File: src/rtl/llae_pkg.sv
// Shared types and constants of the life-like automaton engine.
// Used by every module of the block; depends on nothing.
package llae_pkg;

    localparam int CELL_W  = 5;
    localparam int CNT_W   = 4;
    localparam int TALLY_W = 13;

    localparam logic [CELL_W-1:0] ALIVE_BIT  = 5'h01;
    localparam logic [CELL_W-1:0] COUNT_UNIT = 5'h02;

    localparam logic [1:0] ACT_TOGGLE = 2'd0;
    localparam logic [1:0] ACT_EVOLVE = 2'd1;
    localparam logic [1:0] ACT_READ   = 2'd2;

    localparam logic [1:0] CFG_SURVIVE_LOW  = 2'd0;
    localparam logic [1:0] CFG_SURVIVE_HIGH = 2'd1;
    localparam logic [1:0] CFG_BIRTH_COUNT  = 2'd2;

    typedef enum logic [1:0] {
        OFS_MINUS = 2'd0,
        OFS_ZERO  = 2'd1,
        OFS_PLUS  = 2'd2
    } t_ofs;

    typedef struct packed {
        t_ofs dr;
        t_ofs dc;
    } t_step_ofs;

    // Step 0 is the cell itself, steps 1 to 8 are its eight neighbors.
    function automatic t_step_ofs step_ofs(input logic [3:0] step);
        t_step_ofs o;
        case (step)
            4'd1:    o = '{OFS_MINUS, OFS_MINUS};
            4'd2:    o = '{OFS_MINUS, OFS_ZERO};
            4'd3:    o = '{OFS_MINUS, OFS_PLUS};
            4'd4:    o = '{OFS_ZERO,  OFS_MINUS};
            4'd5:    o = '{OFS_ZERO,  OFS_PLUS};
            4'd6:    o = '{OFS_PLUS,  OFS_MINUS};
            4'd7:    o = '{OFS_PLUS,  OFS_ZERO};
            4'd8:    o = '{OFS_PLUS,  OFS_PLUS};
            default: o = '{OFS_ZERO,  OFS_ZERO};
        endcase
        return o;
    endfunction

endpackage

File: src/rtl/llae_nbr_addr.sv
// Wrapped neighbor address generator of the life-like automaton engine.
// Depends on llae_pkg.
module llae_nbr_addr #(
    parameter int GRID_SIDE = 64,
    parameter int CW        = $clog2(GRID_SIDE),
    parameter int AW        = $clog2(GRID_SIDE * GRID_SIDE)
) (
    input  logic [CW-1:0] i_row,
    input  logic [CW-1:0] i_col,
    input  logic [3:0]    i_step,
    output logic [AW-1:0] o_addr
);

    localparam logic [CW-1:0] SIDE_LAST = CW'(GRID_SIDE - 1);

    llae_pkg::t_step_ofs ofs;
    logic [CW-1:0] row_sel;
    logic [CW-1:0] col_sel;

    always_comb begin
        ofs = llae_pkg::step_ofs(i_step);
        case (ofs.dr)
            llae_pkg::OFS_MINUS: row_sel = (i_row == '0) ? SIDE_LAST : i_row - CW'(1);
            llae_pkg::OFS_PLUS:  row_sel = (i_row == SIDE_LAST) ? '0 : i_row + CW'(1);
            default:             row_sel = i_row;
        endcase
        case (ofs.dc)
            llae_pkg::OFS_MINUS: col_sel = (i_col == '0) ? SIDE_LAST : i_col - CW'(1);
            llae_pkg::OFS_PLUS:  col_sel = (i_col == SIDE_LAST) ? '0 : i_col + CW'(1);
            default:             col_sel = i_col;
        endcase
        o_addr = AW'(AW'(row_sel) * AW'(GRID_SIDE)) + AW'(col_sel);
    end

endmodule

File: config.mk
export PLATFORM = sky130hd
export DESIGN_NAME = llae_nbr_addr
export DESIGN_NICKNAME = d
export VERILOG_FILES = /design/src/rtl/llae_pkg.sv /design/src/rtl/llae_nbr_addr.sv
export SDC_FILE = /design/constraint.sdc
export NUM_CORES = 1
export LEC_CHECK = 0
export BUFFER_PORTS_ARGS = -buffer_cell sky130_fd_sc_hd__buf_2
export CORE_MARGIN = 2
export CORE_UTILIZATION = 43
export DETAILED_ROUTE_END_ITERATION = 6
export PLACE_DENSITY = 0.81
export RECOVER_POWER = 100
export SYNTH_ARGS = -nofsm -noshare
export SYNTH_HDL_FRONTEND = slang
export SYNTH_SLANG_ARGS = --single-unit
File: constraint.sdc
create_clock -name vclk -period 2.7
set_input_delay 0.54 -clock vclk [all_inputs]
set_output_delay 0.54 -clock vclk [all_outputs]
set_load 0.01 [all_outputs]
# ---- After elaboration in Yosys (flattened, before gate mapping)
# Memory sizes are Yosys's and may differ from the RTL's.
# Index checks and enable logic that the tools add are counted.
dict set report classes {
  addsub 5
  eq_ne 4
  muxes 6
  n_reduce_logical 4
}
# cell n
set ops {}
lappend ops {{2-to-1 mux 6 bit} 4}
lappend ops {{one-hot mux 6 bit (2 select lines)} 2}
lappend ops {{adder 12 x 6 -> 12 bit} 1}
lappend ops {{adder 6 x 1 -> 6 bit, second input constant} 2}
lappend ops {{== test 6 bit, second input constant} 2}
lappend ops {{zero test 6 bit} 2}
lappend ops {{subtractor 6 x 1 -> 6 bit, second input constant} 2}
lappend ops {{== test 2 bit, second input constant} 2}
lappend ops {{zero test 2 bit} 2}
dict set report totals {
  regBits 0
  mem_bits_ro 64
  input_bits 16
  out_inout_bits 12
  memories 1
}
# name words width rd rd_ports_with_merged_regs write_ports line_no
set memory_table {}
lappend memory_table {{(no name shown)} 16 4 1 0 0 llae_pkg.sv:34} ;# case (step)

# ---- Logic depth before layout (Yosys ltp)
dict set report logic_depth {
  ltp_word 4
  depth_mapped 7
}

# ---- Least setup slack after synthesis
# OpenSTA, ideal clock, no wires.
dict set report synth_timing {
  kind {input to output}
  start {input i_step[2]}
  end {output o_addr[8]}
  arrival_time_ns 1.973
  t_required_ns 2.160
  slack_ns 0.187
  path_stages 6
  path_buffers 1
  cell_sequence {or4b_1 -> buf_2 -> o21a_2 -> a31oi_4 -> a22oi_2 -> o31ai_1}
}
dict set report synth_via {
  elab_chain_len 4
  word_cells_on_any_way 8
  classes_between {1 x add/sub; 2 x eq/ne; 2 x mux; 2 x reduce/logical; 1 x memory}
}
# element line_no
set synth_lines {}
lappend synth_lines {{start, declared} llae_nbr_addr.sv:10} ;# input logic [3:0] i_step,
lappend synth_lines {{memory (16 x 4 bit) *} -}
lappend synth_lines {{== test 2 bit (tied with other cells)} llae_nbr_addr.sv:22} ;# case (ofs.dr)
lappend synth_lines {{one-hot mux 6 bit (2 select lines) (on tied branches)} {llae_nbr_addr.sv:22, llae_nbr_addr.sv:27}}
lappend synth_lines {{adder 12 x 6 -> 12 bit *} llae_nbr_addr.sv:32} ;# o_addr = AW'(AW'(row_sel) * AW'(GRID_SIDE)) + AW'(col_sel);
lappend synth_lines {{end, declared} llae_nbr_addr.sv:11} ;# output logic [AW-1:0] o_addr
# Mark *: on every way between the ends. The rest lies on a longest branch, timed or not.

# ---- Worst setup path after layout
dict set report layout_timing {
  start {input i_step[1]}
  end {output o_addr[8]}
}
# The elaborated chain is that of the path after synthesis.

==> impl_metrics.py <==
metrics = {
    "status": {
        "run_status": "finished, final reports clean",
    },
    "logic_synthesis": {
        "syn-num-nets": 121,
        "synth_area_per_cell_um2": 6.37,
        "number_of_instances_in_the_synthesized_netlist": 101,
        "syn-cell-area_um2": 643,
        "yosysSeqAreaShare_pct": 0,
        "synth.lib_cells_used.distinct": 36,
        "yosysWarningCount": 0,
    },
    "cells_and_area": {
        "nets_finish": 154,
        "layout.core_utilization_pct": 62.0,
        "multi_input_combinational_cell_area_um2": 614,
        "diodes": 0,
        "layout-drive-gt1-share_pct": 28.8,
        "flow.area_growth_from_synthesis_pct": 30.2,
        "sequential_cell_area_um2": 0,
        "layout.cells.most_common_list": "22 x sky130_fd_sc_hd__buf_2, 13 x sky130_fd_sc_hd__a21oi_1, 8 x sky130_fd_sc_hd__inv_1, 8 x sky130_fd_sc_hd__nand3_1",
        "filler_cell_count": 140,
        "final.clkbuf_count": 0,
        "numSequentialCells": 0,
        "layout.cells.most_common": "sky130_fd_sc_hd__buf_2",
    },
    "global_routing": {
        "grt.overflow.total": 0,
        "number_of_antenna_violations_at_the_first_check_in_global_routing": 0,
        "wire_length_of_the_first_global_routing_pass_mm": 3.13,
        "vias_in_the_first_global_route": 771,
        "globalRouteTotalUtil_pct": 20.6,
        "maximum_number_of_pins_on_one_net_before_global_route_repair": 11,
    },
    "cts": {
        "holdBufCountCts": 0,
        "post_cts_buffers": 0,
    },
    "floorplan": {
        "floorplan.initialDensity_pct": 47.6,
        "die_w_um": 42.7,
        "floorplan.die.height_um": 42.7,
        "design.core.area_mm2": 0.00135,
        "num_rows": 13,
        "die-area_mm2": 0.00182,
        "floorplan.io_pins": 28,
    },
    "sta": {
        "min_period_over_period_pct": 95.7,
        "timing_worst_slew_pin_value_ns": 0.456,
        "maxSlewViolCount": 0,
        "unrepaired_setup_endpoints_after_global_routing": "no",
        "timing.final.setup_violations": 0,
        "final_critical_path_setup_slack_ns": 0.115,
        "timing.final.hold_violations": 0,
        "achievable-frequency_mhz": 387,
        "relSlewSlack_pct": 69.3,
        "period_minus_slack_ns": 2.58,
    },
    "critical_path": {
        "setup.worst_path.class": "input pin to primary output",
        "worst-path-max-fanout": 6,
        "arrival_ns": 2.04,
        "worst_setup_path_startpoint": "i_step[1]",
        "worstPathRequired_ns": 2.16,
        "end_kind": "primary output",
        "critical_path.startpoint_type": "input pin",
    },
    "job": {
        "max-cap-violations": 0,
    },
    "power": {
        "internal_power_uw": 63.7,
        "relative_contribution_of_sequential_cells_to_total_power_pct": 0,
        "power.static_leakage_nw": 0.378,
        "net-switching-power_uw": 84.9,
        "share_clk_of_total_power_pct": 0,
        "switching_share_pct": 57.1,
        "power_frac_comb_pct": 100.0,
        "vdd_drop_max_mv": 0.0959,
        "power-per-cell-area_mw_per_mm2": 178,
    },
    "min_path": {
        "worst_hold_path.endpoint": "o_addr[4]",
        "hold_path_startpoint": "i_col[4]",
        "holdPathStages": 3,
        "worstHoldPathType": "input pin to primary output",
    },
    "route": {
        "antenna_violating_nets_left": 0,
        "remaining_drc_errors": 0,
        "via_count": 852,
        "dr.first_iter.drc_count": 21,
        "drt_pre_antenna_iters": 4,
        "viasPerCell": 5.80,
        "drt_wirelength_mm": 1.83,
        "route.detailed.wl_per_inst_um": 12.5,
    },
    "place": {
        "gp_congestion": 0.842,
        "place_worst_setup_slack_ns": -0.0438,
        "hpwl_mm": 1.54,
        "place.port_buffers": 28,
    },
}
-- how the worst max path moves through the flow --
stage,endpoint,slack (ns),cells after the start
after floorplan,o_addr[8],0.19,6
after global placement,o_addr[9],0.05,7
after detailed placement,o_addr[9],-0.04,7
after CTS,o_addr[8],0.09,7
after global routing,o_addr[8],0.03,7
final,o_addr[8],0.12,7
-- power groups by stage --
stage / combinational [mW] / clock (mW) / sequential, mW
global placement: 0.144 / 0 / 0
global route: 0.165 / 0 / 0
CTS: 0.151 / 0 / 0
floorplan: 0.0863 / 0 / 0
finish: 0.149 / 0 / 0
detailed placement: 0.149 / 0 / 0
-- final cells by class --
class                      instances  share of cell area (%)
multi-input combinational         90                    73.4
timing repair buffer              34                    20.8
inverter                           8                    3.59
tap                               15                    2.24
-- logic make-up (layout without fill, tap and decap cells) --
logic type	Yosys count	count (layout)	share of synthesized area, %
xor gates and xnor gates	5	5	6.81
muxes	3	3	4.67
adders and majority gates	4	4	7.78
buffers and inverters	11	42	6.61
and+or+nand+nor	39	39	32.7
AOI/OAI and AO/OA	39	39	41.4
-- critical path, stage by stage --
cell,delay [ns]
sky130_fd_sc_hd__buf_2,0.10
sky130_fd_sc_hd__or4b_4,0.55
sky130_fd_sc_hd__o21a_2,0.19
sky130_fd_sc_hd__a31oi_4,0.20
sky130_fd_sc_hd__a22oi_2,0.07
sky130_fd_sc_hd__o31ai_1,0.22
sky130_fd_sc_hd__buf_2,0.17
-- synth_stat cells (2+ instances only) --
cell type                  count  area (µm²)
sky130_fd_sc_hd__nor2b_1       3        18.8
sky130_fd_sc_hd__a31oi_1       5        31.3
sky130_fd_sc_hd__a21oi_1      13        65.1
sky130_fd_sc_hd__and3_1        3        18.8
sky130_fd_sc_hd__inv_1         8        30.0
sky130_fd_sc_hd__nor3_1        4        20.0
sky130_fd_sc_hd__nand3_1       8        40.0
sky130_fd_sc_hd__clkbuf_1      2        7.51
sky130_fd_sc_hd__xnor2_1       4        35.0
sky130_fd_sc_hd__o21ai_0       7        35.0
sky130_fd_sc_hd__o31a_2        2        20.0
sky130_fd_sc_hd__ha_1          4        50.1
sky130_fd_sc_hd__nand2_1       7        26.3
sky130_fd_sc_hd__nor2_1        7        26.3
sky130_fd_sc_hd__mux2i_1       3        30.0
-- metal layers --
layer / GRT usage (%) / share of wire [%]
met5: 0 / 0
met4: 1.88 / 0
met2: 41.5 / 52
met1: 24.1 / 45
met3: 0.851 / 3.5
-- timing repair --
action / CTS / global route
endpoints found under the setup margin: 1 / 1
gates resized for setup: 3 / 1
endpoints found under the hold margin: 0 / 0
cloned: 0 / 0
-- per-stage QoR --
stage,area (µm²),setup TNS [ns],std cells,power (mW),hold slack (ns)
after floorplan,643,0,101,0.0863,1.16
after global placement,835,0,147,0.144,1.39
after detailed placement,835,-0.0438,147,0.149,1.39
after CTS,842,0,147,0.151,1.40
after global routing,837,0,147,0.165,1.40
final,837,0,147,0.149,1.40
No activity file was read; power rests on OpenSTA's default activity.
